<file path="config.mk">
export PLATFORM = sky130hd
export DESIGN_NAME = heartbeat_link_monitor
export DESIGN_NICKNAME = d
export VERILOG_FILES = /design/src/rtl/hlm_pkg.sv /design/src/rtl/hlm_cfg_regs.sv /design/src/rtl/hlm_in_reg.sv /design/src/rtl/hlm_core.sv /design/src/rtl/heartbeat_link_monitor.sv
export SDC_FILE = /design/constraint.sdc
export NUM_CORES = 1
export LEC_CHECK = 0
export BUFFER_PORTS_ARGS = -buffer_cell sky130_fd_sc_hd__buf_2
export CAP_MARGIN = 10
export CORE_ASPECT_RATIO = 1.4
export CORE_UTILIZATION = 63
export CTS_CLUSTER_SIZE = 8
export DETAILED_ROUTE_END_ITERATION = 10
export HOLD_SLACK_MARGIN = 0.12
export PLACE_DENSITY = 0.82
export SETUP_SLACK_MARGIN = 0.4
export SLEW_MARGIN = 30
export SYNTH_ARGS = -nofsm -noshare
export SYNTH_HDL_FRONTEND = slang
export SYNTH_HIERARCHICAL = 1
export SYNTH_SLANG_ARGS = --single-unit
</file>
<file path="constraint.sdc">
create_clock -name clock -period 6.4 [get_ports clock]
set_input_delay 0.32 -clock clock [delete_from_list [all_inputs] [get_ports clock]]
set_output_delay 0.32 -clock clock [all_outputs]
set_load 0.01 [all_outputs]
</file>
<file path="src/rtl/hlm_pkg.sv">
// shared types, constants and register indexes for the heartbeat link monitor
package hlm_pkg;

   localparam int unsigned NOW_W      = 64;
   localparam int unsigned PERIOD_W   = 16;
   localparam int unsigned COUNT_W    = 8;
   localparam int unsigned TIMEOUT_W  = PERIOD_W + COUNT_W;
   localparam int unsigned STAMP_W    = 32;
   localparam int unsigned SEQ_W      = 32;
   localparam int unsigned CSR_IDX_W  = 2;
   localparam int unsigned CSR_DATA_W = 16;
   localparam int unsigned REQ_DATA_W = 72;
   localparam int unsigned RSP_DATA_W = 72;

   localparam logic [CSR_IDX_W-1:0] REG_PERIOD_MS     = 2'd0;
   localparam logic [CSR_IDX_W-1:0] REG_MISS_LIMIT    = 2'd1;
   localparam logic [CSR_IDX_W-1:0] REG_RECOVER_COUNT = 2'd2;

   localparam logic [PERIOD_W-1:0]  PERIOD_RESET  = 16'd1000;
   localparam logic [COUNT_W-1:0]   MISS_RESET    = 8'd6;
   localparam logic [COUNT_W-1:0]   RECOVER_RESET = 8'd2;
   localparam logic [COUNT_W-1:0]   STREAK_MAX    = 8'd255;

   typedef enum logic {
      CMD_TICK      = 1'b0,
      CMD_HEARTBEAT = 1'b1
   } cmd_type;

   typedef enum logic [1:0] {
      EVENT_NONE = 2'd0,
      EVENT_UP   = 2'd1,
      EVENT_DOWN = 2'd2
   } event_type;

   typedef struct packed {
      logic [PERIOD_W-1:0]  period_ms;
      logic [COUNT_W-1:0]   miss_limit;
      logic [COUNT_W-1:0]   recover_count;
      logic [TIMEOUT_W-1:0] timeout_ms;
   } cfg_type;

   typedef struct packed {
      cmd_type          command;
      logic [NOW_W-1:0] now_ms;
      logic             connected;
   } item_type;

   typedef struct packed {
      logic               link_up;
      event_type          link_event;
      logic [STAMP_W-1:0] event_time;
      logic               send_heartbeat;
      logic [SEQ_W-1:0]   heartbeat_seq;
   } result_type;

endpackage

</file>
<file path="src/rtl/hlm_cfg_regs.sv">
// configuration registers and the registered timeout product
module hlm_cfg_regs (
   input  logic                          clock,
   input  logic                          reset,
   input  logic                          csr_we,
   input  logic [hlm_pkg::CSR_IDX_W-1:0]  csr_index,
   input  logic [hlm_pkg::CSR_DATA_W-1:0] csr_wdata,
   output hlm_pkg::cfg_type              cfg
);
   import hlm_pkg::*;

   logic [PERIOD_W-1:0]  period_ff, period_in;
   logic [COUNT_W-1:0]   miss_ff, miss_in;
   logic [COUNT_W-1:0]   recover_ff, recover_in;
   logic [TIMEOUT_W-1:0] timeout_ff, timeout_in;

   always_comb begin
      period_in  = period_ff;
      miss_in    = miss_ff;
      recover_in = recover_ff;
      if (csr_we) begin
         unique case (csr_index)
            REG_PERIOD_MS:     period_in  = csr_wdata;
            REG_MISS_LIMIT:    miss_in    = csr_wdata[COUNT_W-1:0];
            REG_RECOVER_COUNT: recover_in = csr_wdata[COUNT_W-1:0];
            default: ;
         endcase
      end
   end

   // product is registered from the stored period and miss limit, so it updates after them
   assign timeout_in = TIMEOUT_W'(period_ff) * TIMEOUT_W'(miss_ff);

   always_ff @(posedge clock) begin
      if (reset) begin
         period_ff  <= PERIOD_RESET;
         miss_ff    <= MISS_RESET;
         recover_ff <= RECOVER_RESET;
         timeout_ff <= TIMEOUT_W'(PERIOD_RESET) * TIMEOUT_W'(MISS_RESET);
      end else begin
         period_ff  <= period_in;
         miss_ff    <= miss_in;
         recover_ff <= recover_in;
         timeout_ff <= timeout_in;
      end
   end

   assign cfg = '{period_ms: period_ff, miss_limit: miss_ff,
                  recover_count: recover_ff, timeout_ms: timeout_ff};

endmodule

</file>
<file path="src/rtl/hlm_in_reg.sv">
// input register stage for request beats
module hlm_in_reg (
   input  logic              clock,
   input  logic              reset,
   input  logic              in_valid,
   output logic              in_ready,
   input  hlm_pkg::item_type in_item,
   input  logic              advance,
   output logic              hold_valid,
   output hlm_pkg::item_type hold_item
);
   import hlm_pkg::*;

   logic     valid_ff, valid_in;
   item_type item_ff;
   logic     take;

   assign in_ready = !valid_ff || advance;
   assign take     = in_valid && in_ready;

   always_comb begin
      priority if (take) begin
         valid_in = 1'b1;
      end else if (advance) begin
         valid_in = 1'b0;
      end else begin
         valid_in = valid_ff;
      end
   end

   always_ff @(posedge clock) begin
      if (reset) begin
         valid_ff <= 1'b0;
      end else begin
         valid_ff <= valid_in;
      end
   end

   always_ff @(posedge clock) begin
      if (take) begin
         item_ff <= in_item;
      end
   end

   assign hold_valid = valid_ff;
   assign hold_item  = item_ff;

endmodule

</file>
<file path="src/rtl/hlm_core.sv">
// link state, heartbeat sender and result register
module hlm_core (
   input  logic                clock,
   input  logic                reset,
   input  hlm_pkg::cfg_type    cfg,
   input  logic                hold_valid,
   input  hlm_pkg::item_type   hold_item,
   output logic                advance,
   input  logic                out_ready,
   output logic                out_valid,
   output hlm_pkg::result_type out_result
);
   import hlm_pkg::*;

   logic               is_up_ff, is_up_in;
   logic               host_seen_ff, host_seen_in;
   logic [NOW_W-1:0]   last_host_ff, last_host_in;
   logic [COUNT_W-1:0] streak_ff, streak_in;
   logic [SEQ_W-1:0]   seq_ff, seq_in;
   logic [NOW_W-1:0]   last_send_ff, last_send_in;
   logic               valid_ff, valid_in;
   result_type         result_ff, result_in;

   logic [NOW_W-1:0]   since_send;
   logic [NOW_W-1:0]   since_host;
   logic [COUNT_W-1:0] streak_inc;
   logic               fire;
   event_type          event_code;
   logic               send;

   assign advance = !valid_ff || out_ready;
   assign fire    = hold_valid && advance;

   assign since_send = hold_item.now_ms - last_send_ff;
   assign since_host = hold_item.now_ms - last_host_ff;
   assign streak_inc = (streak_ff == STREAK_MAX) ? streak_ff : streak_ff + 8'd1;

   always_comb begin
      is_up_in     = is_up_ff;
      host_seen_in = host_seen_ff;
      last_host_in = last_host_ff;
      streak_in    = streak_ff;
      seq_in       = seq_ff;
      last_send_in = last_send_ff;
      event_code   = EVENT_NONE;
      send         = 1'b0;
      unique case (hold_item.command)
         CMD_HEARTBEAT: begin
            last_host_in = hold_item.now_ms;
            host_seen_in = 1'b1;
            streak_in    = streak_inc;
            if (!is_up_ff && streak_inc >= cfg.recover_count) begin
               is_up_in   = 1'b1;
               streak_in  = '0;
               event_code = EVENT_UP;
            end
         end
         CMD_TICK: begin
            if (hold_item.connected && since_send >= NOW_W'(cfg.period_ms)) begin
               last_send_in = hold_item.now_ms;
               seq_in       = seq_ff + 32'd1;
               send         = 1'b1;
            end
            if (host_seen_ff && is_up_ff && since_host > NOW_W'(cfg.timeout_ms)) begin
               is_up_in   = 1'b0;
               streak_in  = '0;
               event_code = EVENT_DOWN;
            end
         end
         default: ;
      endcase
   end

   always_comb begin
      result_in.link_up        = is_up_in;
      result_in.link_event     = event_code;
      result_in.event_time     = (event_code != EVENT_NONE) ?
                                 hold_item.now_ms[STAMP_W-1:0] : '0;
      result_in.send_heartbeat = send;
      result_in.heartbeat_seq  = seq_in;
   end

   always_comb begin
      priority if (fire) begin
         valid_in = 1'b1;
      end else if (out_ready) begin
         valid_in = 1'b0;
      end else begin
         valid_in = valid_ff;
      end
   end

   always_ff @(posedge clock) begin
      if (reset) begin
         is_up_ff     <= 1'b0;
         host_seen_ff <= 1'b0;
         last_host_ff <= '0;
         streak_ff    <= '0;
         seq_ff       <= '0;
         last_send_ff <= '0;
         valid_ff     <= 1'b0;
      end else begin
         valid_ff <= valid_in;
         if (fire) begin
            is_up_ff     <= is_up_in;
            host_seen_ff <= host_seen_in;
            last_host_ff <= last_host_in;
            streak_ff    <= streak_in;
            seq_ff       <= seq_in;
            last_send_ff <= last_send_in;
         end
      end
   end

   always_ff @(posedge clock) begin
      if (fire) begin
         result_ff <= result_in;
      end
   end

   assign out_valid  = valid_ff;
   assign out_result = result_ff;

endmodule

</file>
<file path="src/rtl/heartbeat_link_monitor.sv">
// heartbeat link monitor top level
// path: a request beat is held in the input register, then the core registers its response
// throughput: one beat per cycle unless the response side stalls; the core updates the link state as each beat fires
// the timeout product is registered from the period and miss limit registers, so it settles after them
// reset: synchronous, clears link state, sequence, time stamps and valids, loads configuration defaults
module heartbeat_link_monitor (
   input  logic                           clock,
   input  logic                           reset,
   input  logic                           req_tvalid,
   output logic                           req_tready,
   // [63:0] now_ms, [64] connected, [71:65] zero
   input  logic [hlm_pkg::REQ_DATA_W-1:0] req_tdata,
   // [0] command
   input  logic                           req_tuser,
   output logic                           rsp_tvalid,
   input  logic                           rsp_tready,
   // [0] link_up, [2:1] link_event, [34:3] event_time, [35] send_heartbeat,
   // [67:36] heartbeat_seq, [71:68] zero
   output logic [hlm_pkg::RSP_DATA_W-1:0] rsp_tdata,
   input  logic                           csr_we,
   input  logic [hlm_pkg::CSR_IDX_W-1:0]  csr_index,
   input  logic [hlm_pkg::CSR_DATA_W-1:0] csr_wdata
);
   import hlm_pkg::*;

   cfg_type    cfg;
   item_type   req_item;
   item_type   hold_item;
   logic       hold_valid;
   logic       advance;
   result_type result;

   assign req_item = '{command: cmd_type'(req_tuser),
                       now_ms: req_tdata[NOW_W-1:0],
                       connected: req_tdata[NOW_W]};

   hlm_cfg_regs u_cfg (
      .clock     (clock),
      .reset     (reset),
      .csr_we    (csr_we),
      .csr_index (csr_index),
      .csr_wdata (csr_wdata),
      .cfg       (cfg)
   );

   hlm_in_reg u_in (
      .clock      (clock),
      .reset      (reset),
      .in_valid   (req_tvalid),
      .in_ready   (req_tready),
      .in_item    (req_item),
      .advance    (advance),
      .hold_valid (hold_valid),
      .hold_item  (hold_item)
   );

   hlm_core u_core (
      .clock      (clock),
      .reset      (reset),
      .cfg        (cfg),
      .hold_valid (hold_valid),
      .hold_item  (hold_item),
      .advance    (advance),
      .out_ready  (rsp_tready),
      .out_valid  (rsp_tvalid),
      .out_result (result)
   );

   assign rsp_tdata = {4'd0, result.heartbeat_seq, result.send_heartbeat,
                       result.event_time, 2'(result.link_event), result.link_up};

endmodule

</file>
=== After elaboration in Yosys (flattened, before gate mapping) ===
Cells that the tools add are included.

* Output and inout bits: 74
* Word-level logic and storage cells: 71
* Flip-flop bits (word level): 362
* Input bits: 96

* Multiplexer cells: 17
* $mul: 1
* Bitwise logic cells: 1
* Reduce and logical (&&, ||, !) cells: 21
* Equality and inequality tests: 4
* Add/sub/neg operators: 4
* Order comparisons: 3

{| class="wikitable"
|+ Operators by type and width
! kind !! number
|-
| 64-bit subtractor || 2
|-
| 64-bit by 16-bit greater-or-equal comparator with 1-bit output || 1
|-
| 64-bit by 24-bit greater-than comparator with 1-bit output || 1
|-
| 32-bit two-way mux || 2
|-
| 32-bit by 1-bit adder with 32-bit output (second input constant) || 1
|-
| 16-bit by 8-bit multiplier with 24-bit output || 1
|-
| 8-bit two-way mux || 3
|-
| 8-bit one-hot mux with 2 select lines || 1
|-
| 2-bit AND reduction || 5
|-
| 8-bit by 1-bit adder with 8-bit output (second input constant) || 1
|-
| 8-bit equality test (second input constant) || 1
|-
| 8-bit greater-or-equal comparator || 1
|-
| 1-bit two-way mux || 8
|-
| 1-bit logical AND || 6
|-
| 2-bit nonzero test || 3
|-
| 2-bit one-hot mux with 2 select lines || 1
|-
| 1-bit zero test || 3
|-
| 3-bit AND reduction || 1
|-
| 2-bit by 1-bit equality test with 1-bit output (second input constant) || 1
|-
| 2-bit equality test (second input constant) || 1
|-
| 2-bit zero test || 1
|-
| 1-bit logical OR || 2
|-
| 2-bit two-way mux || 1
|-
| 2-bit by 1-bit inequality test with 1-bit output (second input constant) || 1
|-
| other kinds (2) || 2
|}

=== Logic depth before layout (Yosys ltp) ===
Gate-level depths: netlist (run 1).

* Word-level depth: 7
* Gate-level depth with buffers: 26
* Mapped depth without buffers: 25

=== Modules after synthesis ===
Netlist (run 1), hierarchy kept.

{| class="wikitable"
|+ Modules (own cells, without submodules)
! module !! seq. area each (sq um) !! times used !! area each (sq um) !! cells an instance
|-
| hlm_core || 5465.2 || 1 || 19904.1 || 2699
|-
| hlm_cfg_regs || 1121.1 || 1 || 5915.7 || 662
|-
| hlm_in_reg || 2001.9 || 1 || 2037.0 || 71
|-
| heartbeat_link_monitor || 0.0 || 1 || 33.8 || 5
|}

=== Worst setup path before layout (run 1) ===
No wires, ideal clock.

* Path type: reg-to-reg
* Start point: register u_in.item_ff (netlist bit u_in/hold_item[2])
* End point: register u_core.result_ff (netlist bit u_core/out_result[1]), data pin
* Required time: 6.138 ns
* Library setup time: 0.262 ns
* Arrival time: 4.936 ns
* Clock period less this slack: 5.198 ns
* Stages on the path, launching flop included: 21
* Path buffers: 2
* Path slack: 1.202 ns
* Cell sequence: edfxtp_1 ha_1 nor2b_1 o2111ai_1 a2111oi_0 nor2_1 xnor2_1 ha_1 a211oi_1 nor2_1 a311oi_1 o41ai_1 a2111oi_0 o2111ai_1 nor4_1 nand4_1 or4_1 buf_2 nor2b_4 buf_6 mux2_1

{| class="wikitable"
|+ RTL lines
! what !! RTL line !! RTL
|-
| start: declaration || hlm_in_reg.sv:15 || <nowiki>item_type item_ff;</nowiki>
|-
| start signal: assignment || hlm_in_reg.sv:41 || <nowiki>item_ff <= in_item;</nowiki>
|-
| end signal: assignment || hlm_core.sv:117 || <nowiki>result_ff <= result_in;</nowiki>
|-
| end: declaration || hlm_core.sv:22 || <nowiki>result_type result_ff, result_in;</nowiki>
|}

=== Final worst setup path (run 1) ===
* Start point: register u_in.item_ff (netlist bit u_in/hold_item[16])
* End point: register u_core.result_ff (netlist bit u_core/out_result[62]), data pin

* Longest elaborated chain between the ends: 6

{| class="wikitable"
|+ Ends and longest elaborated chain
! what !! RTL line !! RTL
|-
| 64-bit subtractor || hlm_core.sv:35 || <nowiki>assign since_host = hold_item.now_ms - last_host_ff;</nowiki>
|-
| 64-bit by 24-bit greater-than comparator with 1-bit output || hlm_core.sv:64 || <nowiki>if (host_seen_ff && is_up_ff && since_host > NOW_W'(cfg.timeout_ms)) begin</nowiki>
|-
| 1-bit logical AND || hlm_core.sv:64 ||
|-
| 2-bit two-way mux || hlm_core.sv:64 ||
|-
| 2-bit one-hot mux with 2 select lines || hlm_core.sv:47 || <nowiki>unique case (hold_item.command)</nowiki>
|-
| 2-bit nonzero test || hlm_core.sv:77 || <nowiki>result_in.event_time = (event_code != EVENT_NONE) ?</nowiki>
|}

No other way between the ends.
A chain may end at the register's enable or synchronous reset.

==> qor.csv, run 1 <==
metric,value,unit
status,"finished, violations left",
violations,DRC,
root_buffer,clkbuf_16,
route.detailed.drc,10,
boundaryPins,170,
synth_area,27900,µm²
cp.required,6730,ps
ant_nets,0,
max_freq,172,MHz
worst_slew_pin_slew,1000,ps
yosysTopAreaCell,dfxtp_1,
hold_ws,146,ps
firstDrtPassIters,9,
critical-path-max-stage-delay,860,ps
syn_to_final_growth,12.8,%
critical_path_class,reg2reg,
ys_ff_latch,362,
ir_drop,0.000256,V
insertion_delay,600,ps
grt_first_pass_wirelength,143000,µm
slew-limit-headroom,33.0,%
postLayoutCoreUtil,72.5,%
cp_max_fo,32,
avgSynthCellArea,8.11,µm²
layout_commonest_cell,nand2_1,
port_buffers,158,
finalCriticalPeriod,5810,ps
synthTopCellsByArea,"dfxtp_1 16%, edfxtp_1 14%, ha_1 9.9%",
ys_seq_area_share,30.8,%
place_hpwl,67800,µm
cts_buffers,51,
power.leakage,12.7,nW
grt_max_degree,86,
synthCells,3437,
vias,26781,
maxCapViolations,0,
yosys_warnings,6,
hold_viol,0,
coreArea,43400,µm²
p_per_area,223,nW/µm²
cts_sinks,362,
layout.nets,4019,
fp.dieH,251,µm
wl_per_cell,22.5,µm
initial_utilization,64.3,%
die_w,180,µm
min_period_over_period,90.8,%
via_per_inst,6.36,
rows,90,
setup_viol_count_final,0,
clk_pin_slew,50,ps
place.gp.congestion,1.01,
overflow,0,
antenna_found_initial,6,
final_layout_size_suffix_gt1_share,9.20,%
synth-edff-count,134,
end_kind,flop,
grt_pass1_vias,26598,
routed_wl,94600,µm
grt_usage,40.8,%
final_cell_mix,"544 x nand2_1, 365 x a21oi_1, 325 x inv_1",
cp-start-kind,flop,
finalSetupTns,0,ps
synth_cell_types,89,
synth_ff_type,dfxtp_1,
slew_viol_final,0,
die_area,45100,µm²
min_path_type,in2reg,
critical_path_arrival,6150,ps
cts_buffer_depth,3,
cts_tree,yes,
rsz0062_at_grt,true,
htreeDepth,2,
first_iter_violations,2275,
ys_async_sr_fraction,0,%
path_cells,"ha_1, nand2_1, nor4_1, o21ai_0, o21ai_0, buf_4, xor2_1, ha_1, a21o_1, a21oi_1, o21ai_0, a2bb2oi_1, a311oi_1, and3_1, nand4_1, buf_4, o311ai_1, buf_4, o21bai_2, buf_12, and2_1",
netlist.area_leader.share,16.4,%
crit_slowest_cell,nor4_1,
clock_skew,20.0,ps
worst paths after layout:
| check | startpoint | endpoint | slack (ps) | cells after the start |
|---|---|---|---|---|
| worst max-delay path | u_in/hold_item[16] | u_core/out_result[62] | 590 | 21 |
| worst min register to register | u_core/last_host_ff[53] | u_core/last_host_ff[53] | 450 | 2 |
| worst max register to register | u_in/hold_item[16] | u_core/out_result[62] | 590 | 21 |
| worst min-delay path | reset | u_cfg/recover_ff[4] | 150 | 2 |
worst max-delay path: cells and delay by family (launching register included):
family,cells,cell delay (ps)
simple gates,5,1460
compound gates,9,1750
xor+xnor,1,250
buf+inv,4,720
flops,1,540
fa+ha+maj,2,800
through the flow:
stage | setup WS, ps | instance area [µm²] | std cells | total power, W
3_3_place_gp | 656 | 28900 | 4023 | 0.00430
4_1_cts | 440 | 31300 | 4196 | 0.00694
5_1_grt | 364 | 31400 | 4210 | 0.00729
6_report | 588 | 31400 | 4210 | 0.00700
3_5_place_dp | 526 | 28900 | 4023 | 0.00436
2_1_floorplan | 1200 | 27900 | 3440 | 0.00384
power by group:
group | leakage [nW] | switching, W | internal, W
sequential | 3.12 | 0.000105 | 0.00250
combinational | 8.88 | 0.00116 | 0.000693
clock | 0.706 | 0.00102 | 0.00152
final cells by class:
cell class                 instances  area (µm²)
multi-input combinational       2586       17400
fill                            3058       11900
sequential                       362        8590
timing repair buffer             290        2070
clock buffer                      87        1450
inverter                         326        1220
tap                              552         691
clock inverter                     2        25.0
antenna                            5        12.5
Yosys cell counts (24+ instances only):
| master | number |
|---|---|
| a21o_1 | 62 |
| a21oi_1 | 367 |
| and2_1 | 145 |
| clkbuf_1 | 124 |
| dfxtp_1 | 228 |
| edfxtp_1 | 134 |
| fa_1 | 86 |
| ha_1 | 220 |
| inv_1 | 326 |
| mux2i_1 | 24 |
| nand2_1 | 546 |
| nand2b_1 | 25 |
| nand3_1 | 59 |
| nand4_1 | 92 |
| nor2_1 | 190 |
| nor3_1 | 48 |
| o21a_1 | 32 |
| o21ai_0 | 142 |
| or3_1 | 25 |
| xnor2_1 | 83 |
| xor2_1 | 60 |
per-layer routing:
| metal | GRT usage [%] | wire (µm) |
|---|---|---|
| met5 | 0 | 15 |
| met4 | 33.0 | 8510 |
| met3 | 7.59 | 6970 |
| met2 | 71.6 | 46000 |
| met1 | 42.7 | 33000 |
kinds of logic (layout without fill, tap and decap cells):
group | Yosys count | count (layout) | share of synthesized area [%]
AND/OR/NAND/NOR | 1273 | 1274 | 22.0
XOR/XNOR | 143 | 143 | 4.49
adder cells (fa/ha/maj) | 306 | 306 | 16.0
flip-flops | 362 | 362 | 30.8
other | 1 | 9 | 0.0134
buffers and inverters | 493 | 705 | 7.27
AO/OA/AOI/OAI | 826 | 826 | 18.2
multiplexers | 33 | 33 | 1.22
state kept, by name (all words and copies together) (netlist names), 8 cells and up:
name / count
u_core/last_host_ff: 64
u_core/streak_ff: 8
u_core/seq_ff: 32
u_cfg/recover_ff: 8
u_core/last_send_ff: 64
u_in/hold_item: 66
u_cfg/period_ff: 16
u_cfg/timeout_ff: 24
u_cfg/miss_ff: 8
u_core/out_result: 68
repair_timing:
item / in CTS / in global routing
hold buffers: 84 / 0
resized for setup: 0 / 13
endpoints found under the setup margin: 0 / 163
hold endpoints to repair: 91 / 0
buffers inserted: 0 / 5
No activity file was read; power rests on OpenSTA's default activity.
==> run 2, diff against run 1 <==
--- a/config.mk
+++ b/config.mk
@@ -5,6 +5,7 @@
 export SDC_FILE = /design/constraint.sdc
 export NUM_CORES = 1
 export LEC_CHECK = 0
+export ABC_AREA = 1
 export BUFFER_PORTS_ARGS = -buffer_cell sky130_fd_sc_hd__buf_2
 export CAP_MARGIN = 10
 export CORE_ASPECT_RATIO = 1.4
==> qor.csv, run 2 <==
metric,value,unit,change
ys_seq_area_share,27.5,%,-3.3 points
p_clk_share,33.6,%,-2.7 points
via_per_inst,5.54,,-13%
route.detailed.drc,0,,-10
min_path_type,in2reg,,
avgSynthCellArea,6.43,µm²,-21%
grt_usage,41.1,%,+0.31 points
yosys_warnings,6,,unchanged
die_w,190,µm,+5.8%
internal-power,0.00489,W,+3.7%
coreArea,49000,µm²,+13%
die_area,50500,µm²,+12%
critical_path_class,reg2reg,,
synthTopCellsByArea,"nand2_1 17%, dfxtp_1 15%, edfxtp_1 13%",,
combPwrFrac,31.5,%,+5.1 points
htreeDepth,2,,unchanged
wl_per_cell,18.2,µm,-19%
crit_slowest_cell,fa_1,,
yosysMostFrequentCell,nand2_1,,
design_area,34900,µm²,+11%
end_kind,flop,,
final_layout_size_suffix_gt1_share,7.57,%,-1.6 points
syn_to_final_growth,11.6,%,
routed_wl,104000,µm,+10%
layout_commonest_cell,nand2_1,,
seqPwrFrac,34.9,%,-2.3 points
synth_cell_types,50,,-44%
max_freq,180,MHz,+4.8%
overflow,0,,unchanged
status,completed,,
clock_skew,41.5,ps,+21.5 ps
startpoint,u_in/hold_item[1],,
swShare,36.5,%,+3.8 points
clk_pin_slew,50,ps,about the same
ir_drop,0.000323,V,+26%
postLayoutCoreUtil,71.2,%,-1.3 points
cp.required,6730,ps,about the same
ant_nets,0,,unchanged
port_buffers,158,,unchanged
cts_tree,yes,,
layout.nets,5464,,+36%
power.leakage,17.9,nW,+40%
use_met3,7.24,%,-0.35 points
vias,31787,,+19%
grt_busiest_layer,met2,,
setup_viol_count_final,0,,unchanged
place_area,32500,µm²,+12%
p_per_area,221,nW/µm²,-0.92%
netlist.area_leader.share,16.5,%,+0.17 points
insertion_delay,630,ps,+30 ps
yosysTopAreaCell,nand2_1,,
synth_common_cells,"1377 x nand2_1, 1011 x inv_1, 451 x nor2_1",,
worst_slew_pin_slew,885,ps,-120 ps
post_cts_buffers,0,,unchanged
slew-limit-headroom,41.0,%,+8.0 points
first_iter_violations,2854,,+25%
use_met2,71.0,%,-0.56 points
ys_ff_latch,362,,unchanged
antenna_found_initial,1,,-5
reg2reg_from,u_in/hold_item[1],,
min_period_over_period,86.7,%,-4.1 points
met1_usage,45.0,%,+2.3 points
firstDrtPassIters,6,,-3
place.gp.congestion,1.02,,+0.42%
ys_async_sr_fraction,0,%,unchanged
critical_path_arrival,5880,ps,-270 ps
grt_pass1_vias,30732,,+16%
finalCriticalPeriod,5550,ps,-264 ps
fp.dieH,266,µm,+5.8%
synth_ff_type,dfxtp_1,,
rows,96,,+6.7%
synthCells,4857,,+41%
largest_reg_flops,68,,unchanged
cts_buffers,51,,unchanged
cp_max_fo,32,,unchanged
finalSetupTns,0,ps,unchanged
final_cell_mix,"1376 x nand2_1, 1009 x inv_1, 449 x nor2_1",,
hold_start,csr_index[1],,
synth_area,31300,µm²,+12%
slew_viol_final,0,,unchanged
boundaryPins,170,,unchanged
cts_sinks,362,,unchanged
cp-start-kind,flop,,
grt_max_degree,98,,+14%
place_hpwl,77100,µm,+14%
root_buffer,clkbuf_16,,
grt_first_pass_wirelength,161000,µm,+12%
maxCapViolations,0,,unchanged
initial_utilization,63.8,%,-0.56 points
cts_buffer_depth,3,,unchanged
p_switching,0.00281,W,+23%
hold_viol,0,,unchanged
critical-path-max-stage-delay,500,ps,-360 ps
synth-edff-count,134,,unchanged
cp_common_cell,nand2_1,,
rsz0062_at_grt,false,,
run 2: cell types whose count changed in the layout (fill, tap and decap cells not counted), moves of 24 or more:
cell / delta
nand2b_1: -25
o21ai_0: +59
a21o_1: -53
inv_1: +684
xnor2_1: -75
and2_1: -143
buf_4: -26
nand2_2: +38
or3_1: -25
mux2i_1: -24
a21oi_1: -30
nand3_1: +235
nor2_1: +260
nand2_1: +832
run 2: area by class of cell:
type,count,area [µm²]
flip-flops and latches,362,8590
diodes,1,2.50
multi-input cells,3346,18300
inverters,1036,3900
repair buffers,265,1840
clock buffers,88,1450
clock inverters,2,50.0
well taps,637,797
fillers,4220,14100
run 2: final timing paths:
kind / endpoint / slack [ps] / cells after the start
setup / recovery: u_core/out_result[57] / 850 / 32
hold / removal: u_cfg/miss_ff[2] / 190 / 4
hold reg to reg: u_core/host_seen_ff / 450 / 2
setup reg to reg: u_core/out_result[57] / 850 / 32
run 2: power by group through the flow:
stage	combinational (W)	sequential [W]	clock, W
CTS	0.00238	0.00267	0.00258
detailed placement	0.00231	0.00271	0
floorplan	0.00172	0.00265	0
global route	0.00270	0.00269	0.00270
finish	0.00243	0.00268	0.00259
global placement	0.00227	0.00271	0
run 2: logic make-up after synthesis:
kind of cell / synth area share (%)
AO/OA/AOI/OAI: 10.6
XOR/XNOR: 1.40
adder cells (fa/ha/maj): 14.3
buffers and inverters: 14.2
flip-flops: 27.5
other: 0.0120
AND/OR/NAND/NOR: 32.0
run 2: what timing repair did:
action | in CTS | in global routing
setup endpoints to repair | 0 | 5
gates resized for setup | 0 | 1
hold buffers | 90 | 0
hold endpoints to repair | 100 | 0
run 2: per-layer routing:
metal | vias up | share of wire, %
li1 | 15508 | -
met1 | 14389 | 36
met2 | 1477 | 48
met3 | 413 | 8.0
met4 | 0 | 8.1
met5 | - | 0
run 2: critical path, delay by kind of cell (launching register included):
kind                     cells  cell delay (ps)
adder cells (fa/ha/maj)      3              950
flip-flops                   1              400
AND/OR/NAND/NOR             20             2680
buffers and inverters        6              700
XOR/XNOR                     1              180
AO/OA/AOI/OAI                2              320
run 2: stage by stage:
step	setup slack, ps	instances	hold WS [ps]	total power (W)
6_report	852	5737	188	0.00770
2_1_floorplan	2190	4860	382	0.00437
5_1_grt	438	5737	201	0.00809
3_3_place_gp	1170	5556	440	0.00498
3_5_place_dp	987	5556	444	0.00503
4_1_cts	888	5736	124	0.00763
